===== src/btg_pkg.sv =====
// ----------------------------------------------------------------------------
// btg_pkg
// Types, constants and command codes shared by the buzzer tone generator.
// ----------------------------------------------------------------------------
package btg_pkg;

	localparam int unsigned TIMER_WIDTH_DEF = 16;
	localparam int unsigned CLK_W           = 26;
	localparam int unsigned FREQ_W          = 16;
	localparam int unsigned DUR_W           = 13;
	localparam int unsigned MS_W            = 16;
	localparam int unsigned RELOAD_OUT_W    = 16;

	localparam logic [CLK_W-1:0] CLOCK_HZ_RST = CLK_W'(11059200);

	// dividend is clock_hz / 4, so the quotient is clock_hz / (4 * freq)
	localparam int unsigned DIV_QW = CLK_W - 2;
	localparam int unsigned DIV_CW = $clog2(DIV_QW);

	localparam logic [1:0] CMD_START = 2'd0;
	localparam logic [1:0] CMD_MS    = 2'd1;
	localparam logic [1:0] CMD_CLK   = 2'd2;

	typedef struct packed {
		logic [1:0]       command;
		logic [FREQ_W-1:0] freq;
		logic [DUR_W-1:0]  duration_10ms;
	} btg_in_t;

	typedef struct packed {
		logic                    pin_level;
		logic                    busy_res;
		logic [RELOAD_OUT_W-1:0] reload_value;
	} btg_out_t;

	typedef struct packed {
		logic stop;
		logic start;
		logic ms_tick;
		logic clk_tick;
		logic div_step;
		logic load;
	} ctl_cmd_t;

	typedef struct packed {
		logic args_zero;
		logic div_last;
	} ctl_stat_t;

	typedef enum logic [1:0] {
		ST_READY,
		ST_DIV,
		ST_LOAD
	} ctl_state_t;

endpackage


===== src/btg_datapath.sv =====
// ----------------------------------------------------------------------------
// btg_datapath
// Tone counter, duration timer, pin register and a radix-2 restoring divider
// for the reload value.
// ----------------------------------------------------------------------------
module btg_datapath import btg_pkg::*; #(
	parameter int unsigned TIMER_WIDTH = TIMER_WIDTH_DEF
) (
	input  logic             clk,
	input  logic             arst_n,
	input  logic             cfg_we,
	input  logic [CLK_W-1:0] cfg_wdata,
	input  btg_in_t          req,
	input  ctl_cmd_t         cmd,
	output ctl_stat_t        stat,
	output btg_out_t         res
);

	localparam int unsigned XW = (TIMER_WIDTH > DIV_QW) ? TIMER_WIDTH : DIV_QW;

	logic [CLK_W-1:0]       clock_hz_q;
	logic [TIMER_WIDTH-1:0] reload_q;
	logic [TIMER_WIDTH-1:0] count_q;
	logic [MS_W-1:0]        remaining_q;
	logic                   busy_q;
	logic                   run_q;
	logic                   pin_q;

	logic [FREQ_W-1:0]      divisor_q;
	logic [FREQ_W-1:0]      div_rem_q;
	logic [DIV_QW-1:0]      div_quo_q;
	logic [DIV_CW-1:0]      div_cnt_q;

	logic [MS_W:0]          ms_full;
	logic [MS_W-1:0]        ms_sat;
	logic [FREQ_W:0]        trial;
	logic                   trial_ge;
	logic [FREQ_W:0]        trial_diff;
	logic [XW-1:0]          quo_neg;
	logic [TIMER_WIDTH-1:0] reload_next;

	// duration * 10 as two shifts, saturating at the 16-bit limit
	assign ms_full = ({(MS_W+1-DUR_W)'(0), req.duration_10ms} << 3)
	               + ({(MS_W+1-DUR_W)'(0), req.duration_10ms} << 1);
	assign ms_sat  = ms_full[MS_W] ? {MS_W{1'b1}} : ms_full[MS_W-1:0];

	assign trial      = {div_rem_q, div_quo_q[DIV_QW-1]};
	assign trial_ge   = trial >= {1'b0, divisor_q};
	assign trial_diff = trial - {1'b0, divisor_q};

	// 2^W - quotient, modulo 2^W
	assign quo_neg     = XW'(0) - XW'(div_quo_q);
	assign reload_next = quo_neg[TIMER_WIDTH-1:0];

	assign stat.args_zero = (req.freq == '0) || (req.duration_10ms == '0);
	assign stat.div_last  = div_cnt_q == DIV_CW'(DIV_QW - 1);

	always_ff @(posedge clk or negedge arst_n) begin
		if (!arst_n) begin
			clock_hz_q <= CLOCK_HZ_RST;
		end else if (cfg_we) begin
			clock_hz_q <= cfg_wdata;
		end
	end

	always_ff @(posedge clk or negedge arst_n) begin
		if (!arst_n) begin
			count_q     <= '0;
			remaining_q <= '0;
			busy_q      <= 1'b0;
			run_q       <= 1'b0;
			pin_q       <= 1'b0;
			div_cnt_q   <= '0;
		end else begin
			if (cmd.stop) begin
				run_q  <= 1'b0;
				busy_q <= 1'b0;
			end else if (cmd.start) begin
				remaining_q <= ms_sat;
				busy_q      <= 1'b1;
				run_q       <= 1'b1;
				div_cnt_q   <= '0;
			end else if (cmd.div_step) begin
				div_cnt_q <= div_cnt_q + DIV_CW'(1);
			end else if (cmd.load) begin
				count_q <= reload_next;
			end else if (cmd.ms_tick) begin
				if (busy_q && remaining_q != '0) begin
					remaining_q <= remaining_q - MS_W'(1);
					if (remaining_q == MS_W'(1)) begin
						run_q  <= 1'b0;
						busy_q <= 1'b0;
						pin_q  <= 1'b0;
					end
				end
			end else if (cmd.clk_tick) begin
				if (run_q) begin
					if (count_q == {TIMER_WIDTH{1'b1}}) begin
						count_q <= reload_q;
						pin_q   <= ~pin_q;
					end else begin
						count_q <= count_q + TIMER_WIDTH'(1);
					end
				end
			end
		end
	end

	always_ff @(posedge clk) begin
		if (cmd.start) begin
			divisor_q <= req.freq;
			div_rem_q <= '0;
			div_quo_q <= clock_hz_q[CLK_W-1:2];
		end else if (cmd.div_step) begin
			div_rem_q <= trial_ge ? trial_diff[FREQ_W-1:0] : trial[FREQ_W-1:0];
			div_quo_q <= {div_quo_q[DIV_QW-2:0], trial_ge};
		end
		if (cmd.load) begin
			reload_q <= reload_next;
		end
	end

	assign res.pin_level    = pin_q;
	assign res.busy_res     = busy_q;
	assign res.reload_value = RELOAD_OUT_W'(reload_q);

endmodule


===== src/btg_ctrl.sv =====
// ----------------------------------------------------------------------------
// btg_ctrl
// Sequencer: decodes requests, runs the divider, owns the result valid flag.
// ----------------------------------------------------------------------------
module btg_ctrl import btg_pkg::*; (
	input  logic      clk,
	input  logic      arst_n,
	input  logic      cmd_valid,
	output logic      cmd_stall,
	input  logic [1:0] command,
	output logic      res_valid,
	input  logic      res_stall,
	input  ctl_stat_t stat,
	output ctl_cmd_t  cmd
);

	ctl_state_t state_q, state_d;
	logic       out_valid_q, out_valid_d;
	logic       accept;
	logic       go_div;

	assign cmd_stall = (state_q != ST_READY) || (out_valid_q && res_stall);
	assign accept    = cmd_valid && !cmd_stall;
	assign res_valid = out_valid_q;

	always_ff @(posedge clk or negedge arst_n) begin
		if (!arst_n) begin
			state_q     <= ST_READY;
			out_valid_q <= 1'b0;
		end else begin
			state_q     <= state_d;
			out_valid_q <= out_valid_d;
		end
	end

	always_comb begin
		state_d = state_q;
		cmd     = '0;
		go_div  = 1'b0;
		unique case (state_q)
			ST_READY: begin
				if (accept) begin
					unique case (command)
						CMD_START: begin
							if (stat.args_zero) begin
								cmd.stop = 1'b1;
							end else begin
								cmd.start = 1'b1;
								go_div    = 1'b1;
								state_d   = ST_DIV;
							end
						end
						CMD_MS:  cmd.ms_tick  = 1'b1;
						CMD_CLK: cmd.clk_tick = 1'b1;
						default: ;
					endcase
				end
			end
			ST_DIV: begin
				cmd.div_step = 1'b1;
				if (stat.div_last) begin
					state_d = ST_LOAD;
				end
			end
			ST_LOAD: begin
				cmd.load = 1'b1;
				state_d  = ST_READY;
			end
			default: state_d = ST_READY;
		endcase
		out_valid_d = (out_valid_q && res_stall) || (accept && !go_div) || cmd.load;
	end

	a_stall_busy: assert property (@(posedge clk) disable iff (!arst_n)
		(state_q != ST_READY) |-> cmd_stall)
		else $error("request taken while divider busy");

	a_div_entry: assert property (@(posedge clk) disable iff (!arst_n)
		(accept && command == CMD_START && !stat.args_zero) |=> (state_q == ST_DIV))
		else $error("start request did not enter divide");

	a_no_result_in_div: assert property (@(posedge clk) disable iff (!arst_n)
		(state_q == ST_DIV) |-> !out_valid_q)
		else $error("result shown during divide");

	a_load_result: assert property (@(posedge clk) disable iff (!arst_n)
		(state_q == ST_LOAD) |=> out_valid_q)
		else $error("no result after reload load");

endmodule


===== src/buzzer_tone_generator_top.sv =====
// ----------------------------------------------------------------------------
// buzzer_tone_generator_top
// Square-wave buzzer driver. Millisecond and timer clock ticks may follow back
// to back. A start request with nonzero frequency and duration runs the 24
// iterations of the one-bit-per-cycle restoring divider that forms
// clock_hz / (4 * freq), loads the reload value, then gives the result. One
// result per request, giving pin level, busy flag and reload value after it;
// requests are held off while a result waits and is stalled. The user must
// ensure clock_hz is written only while idle; the block does not enforce it.
// ----------------------------------------------------------------------------
module buzzer_tone_generator_top import btg_pkg::*; #(
	parameter int unsigned TIMER_WIDTH = TIMER_WIDTH_DEF
) (
	input  logic             clk,
	input  logic             arst_n,
	input  logic             cmd_valid,
	output logic             cmd_stall,
	input  btg_in_t          cmd_data,
	output logic             res_valid,
	input  logic             res_stall,
	output btg_out_t         res_data,
	input  logic             cfg_we,
	input  logic [CLK_W-1:0] cfg_wdata
);

	ctl_cmd_t  ctl_cmd;
	ctl_stat_t ctl_stat;

	btg_ctrl u_ctrl (
		.clk       (clk),
		.arst_n    (arst_n),
		.cmd_valid (cmd_valid),
		.cmd_stall (cmd_stall),
		.command   (cmd_data.command),
		.res_valid (res_valid),
		.res_stall (res_stall),
		.stat      (ctl_stat),
		.cmd       (ctl_cmd)
	);

	btg_datapath #(
		.TIMER_WIDTH (TIMER_WIDTH)
	) u_datapath (
		.clk       (clk),
		.arst_n    (arst_n),
		.cfg_we    (cfg_we),
		.cfg_wdata (cfg_wdata),
		.req       (cmd_data),
		.cmd       (ctl_cmd),
		.stat      (ctl_stat),
		.res       (res_data)
	);

endmodule


===== config.mk =====
export PLATFORM = sky130hd
export DESIGN_NAME = buzzer_tone_generator_top
export DESIGN_NICKNAME = d
export VERILOG_FILES = /design/src/btg_pkg.sv /design/src/btg_datapath.sv /design/src/btg_ctrl.sv /design/src/buzzer_tone_generator_top.sv
export SDC_FILE = /design/constraint.sdc
export NUM_CORES = 1
export LEC_CHECK = 0
export BUFFER_PORTS_ARGS = -buffer_cell sky130_fd_sc_hd__buf_2
export CAP_MARGIN = 5
export CORE_ASPECT_RATIO = 1.1
export CORE_MARGIN = 3
export CORE_UTILIZATION = 45
export DETAILED_ROUTE_END_ITERATION = 12
export PLACE_DENSITY = 0.74
export SYNTH_ARGS = -nofsm -noshare
export SYNTH_HDL_FRONTEND = slang
export SYNTH_SLANG_ARGS = --single-unit

===== constraint.sdc =====
create_clock -name clk -period 6.8 [get_ports clk]
set_input_delay 1.36 -clock clk [delete_from_list [all_inputs] [get_ports clk]]
set_output_delay 1.36 -clock clk [all_outputs]
set_load 0.005 [all_outputs]

==> flow_metrics.py, run 1 <==
metrics = {
    "synth": {
        "synth_edf_count": 56,
        "synth_top_cell_by_area": "edfxtp_1",
        "avgSynthCellArea_um2": 9.39,
        "synth_top_area_share_pct": 20.5,
        "mappedNetlistArea_mm2": 0.00821,
        "synth_seq_cells": 138,
        "synth_cell_types": 76,
        "ys_warn_count": 0,
        "ys_top_cells_by_count": "nand2_1, o21ai_0, nor2_1",
        "ys_top_cells_by_area": "edfxtp_1, dfrtp_1, ha_1, nand2_1, o21ai_0",
        "synth_ff_type": "dfrtp_1",
        "async_flop_share_pct": 47.8,
        "ys_seq_area_share_pct": 44.6,
        "yosysMostFrequentCell": "nand2_1",
        "syn_inst": 874,
        "synth.net_count": 975,
    },
    "timing": {
        "finalMaxSlewViolations": 0,
        "fin_worst_skew_ns": 0.00544,
        "min_period_ns": 3.61,
        "setup_viol": 0,
        "finalSetupTns_ns": 0,
        "relSlewSlack_pct": 25.6,
        "fmax_mhz": 277,
        "fin_crit_sh_pct": 53.0,
        "rsz0062_at_grt": "no",
        "tightest_slew_ns": 1.12,
        "final_hold_viol_count": 0,
    },
    "floorplan": {
        "num_rows": 51,
        "coreArea_mm2": 0.0178,
        "die-area_mm2": 0.0199,
        "die_x_um": 135,
        "die_y_um": 148,
        "start_util_pct": 46.1,
        "boundaryPins": 82,
    },
    "clocking": {
        "clk_pin_slew_ns": 0.06,
        "cts.sinks": 138,
        "cts_resized": 0,
        "htree_levels": 4,
        "clk_path_buf_depth": 2,
        "cts_buffers": 17,
        "post-cts-setup-buffers": 0,
        "hold_buffers": 0,
        "clk_latency_ns": 0.42,
        "cts_root_buf": "clkbuf_16",
        "cts_tree": "yes",
    },
    "final_layout": {
        "diodes": 0,
        "fillCellCount": 1576,
        "layout-drive-gt1-share_pct": 16.6,
        "seq_area_mm2": 0.00366,
        "utilization_pct": 52.8,
        "areaGrowthSynthToFinish_pct": 14.4,
        "multi_input_area_mm2": 0.00426,
        "nets": 1041,
        "postLayoutCellArea_mm2": 0.00940,
    },
    "critical_path": {
        "critPathLaunchType": "input pin",
        "end_kind": "register",
        "crit_arrival_ns": 3.53,
        "cp_max_fo": 57,
        "worstPathRequired_ns": 6.73,
        "crit_type": "input pin to register",
    },
    "worst_hold_path": {
        "min_path_type": "register to register",
    },
    "place": {
        "post_dp_cell_area_mm2": 0.00879,
        "dpl.hpwl_mm": 12.6,
        "portBuffers": 79,
        "routabilityCongestion": 0.886,
    },
    "route": {
        "dr.pass1.iters": 5,
        "drt_iter0_drc": 608,
        "ant_nets": 0,
        "wirelength_mm": 18.1,
        "drc_errors": 0,
        "via_per_inst": 5.66,
        "routedWlPerCell_um": 15.2,
        "vias": 6738,
    },
    "grt": {
        "gr-total-overflow": 0,
        "grt_pass1_wl_mm": 30.4,
        "grt_pass1_vias": 6255,
        "antenna_found_initial": 0,
        "grt_max_degree": 67,
        "grtUsageTotal_pct": 18.6,
    },
    "power": {
        "max-vdd-ir-drop_uv": 216,
        "p_leak_uw": 0.00386,
        "p_per_area_mw_per_mm2": 387,
    },
    "run_status": {
        "status": "complete, no violations",
    },
    "flow_run": {
        "max_cap_viol_count": 0,
    },
}
[final cells by class]
class,count,share of cell area [%]
flip-flops and latches,138,38.9
well taps,238,3.17
clock inverters,13,1.88
clock buffers,19,4.61
repair buffers,85,4.69
multi-input cells,663,45.3
inverters,35,1.40
[cell usage in the layout, fill, tap and decap left out, types with 5 or more instances in the layout]
master and instances:
a211oi_1 14, a21o_1 10, a21oi_1 50, a311oi_1 9, a31oi_1 17, and3_1 12, and4_1 5, buf_2 79
buf_4 6, clkbuf_16 17, dfrtp_1 61, dfstp_2 5, dfxtp_1 16, edfxtp_1 56, ha_1 37, inv_1 34
mux2_2 25, nand2_1 122, nand2b_1 5, nand3_1 29, nand4_1 9, nor2_1 67, nor2b_1 8, nor3_1 25
nor4_1 19, o21a_1 6, o21ai_0 68, o31ai_1 6, xnor2_1 25, xor2_1 15
[cell families after synthesis]
logic type,share of synthesized area (%)
compound gates,17.8
xor+xnor,4.27
fa+ha+maj,6.13
buf+inv,3.63
flops,44.6
mux,3.79
simple gates,19.9
[stage by stage]
step | instances | worst slack [ns] | hold slack [ns] | total power (uW)
after floorplan | 874 | 3.48 | 0.463 | 2350
after global placement | 1159 | 2.65 | 0.490 | 2640
after detailed placement | 1159 | 2.64 | 0.495 | 2670
after CTS | 1191 | 3.10 | 0.506 | 3640
after global routing | 1191 | 2.93 | 0.518 | 3900
final | 1191 | 3.19 | 0.505 | 3640
[power by group]
part,total (uW),switching (uW),internal (uW)
clock network,958,348,610
logic,1320,765,552
registers,1360,206,1160
[metal layers]
metal | routed length, um | up-vias | track usage, %
li1 | - | 3357 | -
met1 | 8390 | 3196 | 25.6
met2 | 8660 | 161 | 29.6
met3 | 678 | 24 | 3.27
met4 | 351 | 0 | 7.03
met5 | 0 | - | 0
[path summary, 6_finish.rpt]
path | start | endpoint | slack, ns | cells after the start
setup / recovery | cmd_data[23] | u_datapath.div_quo_q[8]$_DFFE_PP_ | 3.19 | 6
hold / removal | u_datapath.clock_hz_q[13]$_DFFE_PN0P_ | u_datapath.clock_hz_q[13]$_DFFE_PN0P_ | 0.51 | 1
setup reg to reg | u_ctrl.state_q[0]$_DFFE_PN0P_ | u_datapath.remaining_q[13]$_DFFE_PN0P_ | 3.48 | 10
hold reg to reg | u_datapath.clock_hz_q[13]$_DFFE_PN0P_ | u_datapath.clock_hz_q[13]$_DFFE_PN0P_ | 0.51 | 1
max in group asynchronous | arst_n | u_datapath.remaining_q[11]$_DFFE_PN0P_ | 5.07 | 2
min in group asynchronous | arst_n | u_datapath.count_q[11]$_DFFE_PN0P_ | 1.15 | 2
[flip-flops by register name (all words and copies together), names as in the netlist]
name	flops
u_ctrl.res_valid	1
u_datapath.count_q	16
u_datapath.reload_q	16
u_ctrl.state_q	2
u_datapath.div_cnt_q	5
u_datapath.pin_q	1
u_datapath.divisor_q	16
u_datapath.div_rem_q	16
u_datapath.clock_hz_q	24
u_datapath.div_quo_q	24
u_datapath.remaining_q	16
u_datapath.busy_q	1
[worst max-delay path: stages]
cell and delay, ns:
buf_2 0.10, nor4_1 0.37, nand4_1 0.29, nand3_2 0.16
buf_4 0.49, nand2b_1 0.74
No activity file was read; power rests on OpenSTA's default activity.
==> inputs of run 2 (changes only) <==
--- a/config.mk
+++ b/config.mk
@@ -5,6 +5,7 @@
 export SDC_FILE = /design/constraint.sdc
 export NUM_CORES = 1
 export LEC_CHECK = 0
+export ABC_AREA = 1
 export BUFFER_PORTS_ARGS = -buffer_cell sky130_fd_sc_hd__buf_2
 export CAP_MARGIN = 5
 export CORE_ASPECT_RATIO = 1.1
==> constraint.sdc (replaced) <==
create_clock -name clk -period 3.5 [get_ports clk]
set_input_delay 0.7 -clock clk [delete_from_list [all_inputs] [get_ports clk]]
set_output_delay 0.7 -clock clk [all_outputs]
set_load 0.005 [all_outputs]
==> run 2 against run 1 <==
Net effect:
- non-clock buffer count up 3
- clock skew up 0.0059 ns
- count of clock-buffer cells in the layout up 3
- sequential power up 95%
- synthesized cell count up 45%
- worst setup slack worse by 2.1 ns
- critical path depth up 5
- flip-flop and latch count unchanged
- synthesized area up 11%
- register-to-register slack worse by 2.4 ns
- critical endpoint is now u_datapath.div_cnt_q[4]$_DFFE_PN0P_
- highest routed layer unchanged
==> flow_metrics.py, run 2 <==
metrics = {
    "run_status": {
        "status": "complete, no violations",
    },
    "critical_path": {
        "r2r_slack_ns": 1.10,
        "cp_max_fo": 26,
        "end_kind": "register",
        "crit_arrival_ns": 2.73,
        "r2r-start": "u_ctrl.state_q[0]$_DFFE_PN0P_",
        "critPathLaunchType": "register",
        "startpoint": "u_ctrl.state_q[0]$_DFFE_PN0P_",
        "crit_type": "register to register",
        "worstPathRequired_ns": 3.84,
    },
    "timing": {
        "relSlewSlack_pct": 28.4,
        "hold-worst-slack_ns": 0.473,
        "finalSetupTns_ns": 0,
        "tightest_slew_ns": 1.07,
        "fin_crit_sh_pct": 68.4,
        "min_period_ns": 2.40,
        "fmax_mhz": 417,
        "rsz0062_at_grt": "no",
        "final_hold_viol_count": 0,
        "setup_viol": 0,
        "finalMaxSlewViolations": 0,
        "fin_worst_skew_ns": 0.0114,
    },
    "synth": {
        "async_flop_share_pct": 47.8,
        "synth.net_count": 1364,
        "synth_top_area_share_pct": 19.4,
        "mappedNetlistArea_mm2": 0.00907,
        "synth_seq_cells": 138,
        "yosysMostFrequentCell": "nand2_1",
        "ys_top_cells_by_count": "nand2_1, inv_1, nor2_1",
        "ys_top_cells_by_area": "nand2_1, edfxtp_1, dfrtp_1, inv_1, nand3_1",
        "synth_cell_types": 40,
        "synth_ff_type": "dfrtp_1",
        "synth_edf_count": 56,
        "ys_seq_area_share_pct": 40.3,
        "ys_warn_count": 0,
        "avgSynthCellArea_um2": 7.18,
        "synth_top_cell_by_area": "nand2_1",
        "syn_inst": 1263,
    },
    "clocking": {
        "cts_root_buf": "clkbuf_16",
        "htree_levels": 4,
        "cts_resized": 0,
        "clk_latency_ns": 0.42,
        "cts_buffers": 17,
        "cts.sinks": 138,
        "cts_tree": "yes",
        "clk_path_buf_depth": 2,
        "post-cts-setup-buffers": 0,
        "hold_buffers": 0,
        "clk_pin_slew_ns": 0.06,
    },
    "floorplan": {
        "die_y_um": 155,
        "coreArea_mm2": 0.0194,
        "start_util_pct": 46.7,
        "num_rows": 53,
        "die_x_um": 141,
        "boundaryPins": 82,
        "die-area_mm2": 0.0219,
    },
    "route": {
        "drt_iter0_drc": 572,
        "dr.pass1.iters": 5,
        "via_per_inst": 5.03,
        "vias": 8059,
        "wirelength_mm": 21.4,
        "drc_errors": 0,
        "ant_nets": 0,
        "routedWlPerCell_um": 13.4,
    },
    "final_layout": {
        "fillCellCount": 1827,
        "seq_area_mm2": 0.00366,
        "nets": 1442,
        "layout-drive-gt1-share_pct": 11.2,
        "areaGrowthSynthToFinish_pct": 13.3,
        "layout_common_cells": "nand2_1, inv_1, nor2_1",
        "multi_input_area_mm2": 0.00464,
        "postLayoutCellArea_mm2": 0.0103,
        "final_common_cell": "nand2_1",
        "reg.largest.list": "u_datapath.clock_hz_q: 24 flops, u_datapath.div_quo_q: 24 flops",
        "diodes": 0,
        "utilization_pct": 52.9,
    },
    "place": {
        "dpl.hpwl_mm": 15.4,
        "routabilityCongestion": 0.915,
        "post_dp_cell_area_mm2": 0.00969,
        "portBuffers": 79,
    },
    "power": {
        "max-vdd-ir-drop_uv": 533,
        "p_leak_uw": 0.00523,
        "p_per_area_mw_per_mm2": 706,
    },
    "grt": {
        "grt_pass1_vias": 7647,
        "grt_pass1_wl_mm": 36.1,
        "grtUsageTotal_pct": 19.9,
        "gr-total-overflow": 0,
        "grt_max_degree": 64,
        "antenna_found_initial": 0,
    },
    "worst_hold_path": {
        "min_from": "u_datapath.div_rem_q[2]$_SDFFE_PN0P_",
        "min_path_type": "register to register",
    },
    "flow_run": {
        "max_cap_viol_count": 0,
    },
}
[run 2: layout make-up]
cell class | count | area share, %
Multi-Input combinational cell | 933 | 45.1
Sequential cell | 138 | 35.6
Inverter | 163 | 6.00
Clock buffer | 22 | 4.93
Timing Repair Buffer | 88 | 4.50
Tap cell | 247 | 3.01
Clock inverter | 10 | 0.888
[run 2: kinds of logic after synthesis]
logic type,Yosys count,synth area share [%]
compound gates,108,6.37
xor+xnor,36,3.47
buf+inv,192,8.56
fa+ha+maj,39,5.54
flops,138,40.3
simple gates,750,35.7
[run 2: through the flow]
step           setup slack (ns)  total power [uW]  cells
2_1_floorplan              1.40              4690   1263
3_3_place_gp              0.880              5350   1569
3_5_place_dp              0.851              5420   1569
4_1_cts                    1.07              7280   1601
5_1_grt                   0.817              7830   1601
6_report                   1.10              7260   1601
[run 2: path summary, 6_finish.rpt]
path                                                        end  depth (start not counted)
max                         u_datapath.div_cnt_q[4]$_DFFE_PN0P_                         11
max reg2reg                 u_datapath.div_cnt_q[4]$_DFFE_PN0P_                         11
min in group asynchronous    u_datapath.count_q[15]$_DFFE_PN0P_                          1
min reg2reg                u_datapath.div_rem_q[2]$_SDFFE_PN0P_                          2
max in group asynchronous         u_ctrl.state_q[0]$_DFFE_PN0P_                          2
min                        u_datapath.div_rem_q[2]$_SDFFE_PN0P_                          2
[run 2: routing by layer]
layer	vias to the layer above	wire length (um)	GRT usage [%]
met5	-	0	0
met4	0	412	6.58
met3	33	791	2.86
met2	193	10300	33.2
met1	3660	9870	26.6
li1	4173	-	-
[run 2: where the power goes]
| part | total, uW | internal [uW] | switching [uW] |
|---|---|---|---|
| Sequential | 2650 | 2280 | 376 |
| Combinational | 2790 | 1000 | 1790 |
| Clock | 1820 | 1050 | 767 |
[run 2: worst max-delay path: stages (launching register included)]
cell      delay [ns]
dfrtp_1         0.38
inv_1           0.12
ha_1            0.30
nand3_4         0.15
nor3_4          0.20
nand3_4         0.21
nand2_4         0.13
buf_4           0.34
nand2_1         0.21
inv_1           0.13
nand3b_1        0.07
o21ai_0         0.08
==> inputs of run 3 (changes only) <==
==> constraint.sdc (replaced) <==
create_clock -name clk -period 2.45 [get_ports clk]
set_input_delay 0.49 -clock clk [delete_from_list [all_inputs] [get_ports clk]]
set_output_delay 0.49 -clock clk [all_outputs]
set_load 0.005 [all_outputs]
==> run 3 against run 2 <==
Net effect:
- count of clock-buffer cells in the layout decreased by 4
- sequential share of layout area is 0.19 points lower
- design area increased by 0.55%
- clock power up 41%
==> flow_metrics.py, run 3 (same netlist as run 2, synthesis figures left out) <==
metrics = {
    "run_status": {
        "status": "complete, no violations",
    },
    "floorplan": {
        "coreArea_mm2": 0.0194,
        "num_rows": 53,
        "start_util_pct": 46.7,
        "die_x_um": 141,
        "boundaryPins": 82,
        "die_y_um": 155,
        "die-area_mm2": 0.0219,
    },
    "clocking": {
        "cts_tree": "yes",
        "htree_levels": 4,
        "hold_buffers": 0,
        "post-cts-setup-buffers": 0,
        "clk_pin_slew_ns": 0.07,
        "cts.sinks": 138,
        "cts_buffers": 17,
        "cts_root_buf": "clkbuf_16",
        "clk_latency_ns": 0.42,
        "clk_path_buf_depth": 2,
    },
    "worst_hold_path": {
        "min_path_type": "input pin to async pin",
    },
    "timing": {
        "setup_viol": 0,
        "rsz0062_at_grt": "no",
        "finalMaxSlewViolations": 0,
        "tightest_slew_ns": 0.686,
        "fin_crit_sh_pct": 93.4,
        "fin_worst_skew_ns": 0.0100,
        "fmax_mhz": 437,
        "setup_slack_ns": 0.162,
        "relSlewSlack_pct": 54.3,
        "finalSetupTns_ns": 0,
        "min_period_ns": 2.29,
        "final_hold_viol_count": 0,
    },
    "final_layout": {
        "diodes": 0,
        "nets": 1448,
        "layout_common_cells": "nand2_1, inv_1, nor2_1",
        "reg.largest.list": "u_datapath.clock_hz_q: 24 flops, u_datapath.div_quo_q: 24 flops",
        "layout-drive-gt1-share_pct": 11.6,
        "areaGrowthSynthToFinish_pct": 14.0,
        "final_common_cell": "nand2_1",
    },
    "grt": {
        "grtUsageTotal_pct": 20.0,
        "grt_max_degree": 67,
        "top_usage_layer": "met2",
        "gr-total-overflow": 0,
        "grt_pass1_vias": 7732,
        "grt_util_met1_pct": 26.1,
        "use_met2_pct": 33.4,
        "antenna_found_initial": 0,
        "use_met3_pct": 3.20,
        "grt_pass1_wl_mm": 36.2,
    },
    "place": {
        "dpl.hpwl_mm": 15.9,
        "portBuffers": 79,
        "pre_cts_slack_ns": -0.0768,
        "routabilityCongestion": 0.953,
    },
    "critical_path": {
        "end_kind": "register",
        "cp_max_fo": 17,
        "crit_chain": "inv_1, ha_1, nand2_1, inv_1, nand2_1, nand2_1, nand2_1, nand2_1, nor2_4, nand2_4, nand2_1, o21ai_0",
        "crit_arrival_ns": 2.45,
        "crit_type": "register to register",
        "critical_path.max_stage_delay_ns": 0.40,
        "critPathMostFrequentCell": "nand2_1",
        "cpMaxStageDelayCell": "nor2_4",
        "worstPathRequired_ns": 2.62,
        "critPathLaunchType": "register",
    },
    "route": {
        "ant_nets": 0,
        "vias": 8206,
        "dr.pass1.iters": 5,
        "routedWlPerCell_um": 13.5,
        "drt_iter0_drc": 583,
        "via_per_inst": 5.11,
        "drc_errors": 0,
        "wirelength_mm": 21.6,
    },
    "power": {
        "p_int_uw": 6160,
        "switching_share_pct": 40.8,
        "p_leak_uw": 0.00527,
        "max-vdd-ir-drop_uv": 681,
        "p_switching_uw": 4240,
        "clockPowerShare_pct": 24.7,
        "p_per_area_mw_per_mm2": 1010,
        "combPwrFrac_pct": 38.9,
        "seq_power_share_pct": 36.5,
    },
    "flow_run": {
        "max_cap_viol_count": 0,
    },
}
-- run 3: per-layer routing --
metal	vias to the layer above	routed length, um
li1	4189	-
met1	3731	9560
met2	241	10400
met3	45	1110
met4	0	553
met5	-	0
-- run 3: critical path, delay by kind of cell, from the launching register on --
kind	cells	cell delay, ns
simple gates	8	1.17
flops	1	0.38
fa+ha+maj	1	0.28
buf+inv	2	0.13
compound gates	1	0.07
-- run 3: area by class of cell --
type | count | area [um2]
tap | 247 | 309
fill | 1839 | 9090
multi-input combinational | 933 | 4640
inverter | 163 | 617
clock inverter | 14 | 150
timing repair buffer | 94 | 533
sequential | 138 | 3660
clock buffer | 18 | 429
-- run 3: final timing paths --
kind	from	slack, ns	cells past startpoint	to
worst max-delay path	u_datapath.divisor_q[12]$_DFFE_PN_	0.16	12	u_datapath.div_quo_q[0]$_DFFE_PP_
worst min-delay path	arst_n	0.06	2	u_datapath.count_q[15]$_DFFE_PN0P_
worst max register to register	u_datapath.divisor_q[12]$_DFFE_PN_	0.16	12	u_datapath.div_quo_q[0]$_DFFE_PP_
worst min register to register	u_datapath.div_rem_q[3]$_SDFFE_PN0P_	0.47	2	u_datapath.div_rem_q[3]$_SDFFE_PN0P_
max in group asynchronous	arst_n	2.01	2	u_datapath.clock_hz_q[21]$_DFFE_PN1P_
min in group clk	cmd_data[22]	0.26	1	u_datapath.divisor_q[9]$_DFFE_PN_
-- run 3: power groups by stage --
stage | Combinational (uW) | Sequential (uW) | Clock, uW
3_5_place_dp | 3980 | 3810 | 0
5_1_grt | 4610 | 3880 | 2710
4_1_cts | 4040 | 3780 | 2600
3_3_place_gp | 3880 | 3800 | 0
2_1_floorplan | 3030 | 3670 | 0
6_report | 4040 | 3790 | 2570
-- run 3: metrics by stage --
| step | hold WS, ns | power [uW] | instances | cell area, um2 | utilization, % |
|---|---|---|---|---|---|
| detailed placement | 0.462 | 7800 | 1575 | 9760 | 50.2 |
| CTS | 0.0999 | 10400 | 1607 | 10300 | 53.2 |
| floorplan | 0.194 | 6700 | 1263 | 9070 | - |
| global placement | 0.457 | 7680 | 1575 | 9760 | 50.2 |
| finish | 0.0569 | 10400 | 1607 | 10300 | 53.2 |
| global route | 0.108 | 11200 | 1607 | 10300 | 53.2 |
-- run 3: repair_timing --
| action | CTS | global route |
|---|---|---|
| setup endpoints to repair | 3 | 1 |
| pin swaps | 0 | 1 |
| gates resized for setup | 1 | 0 |
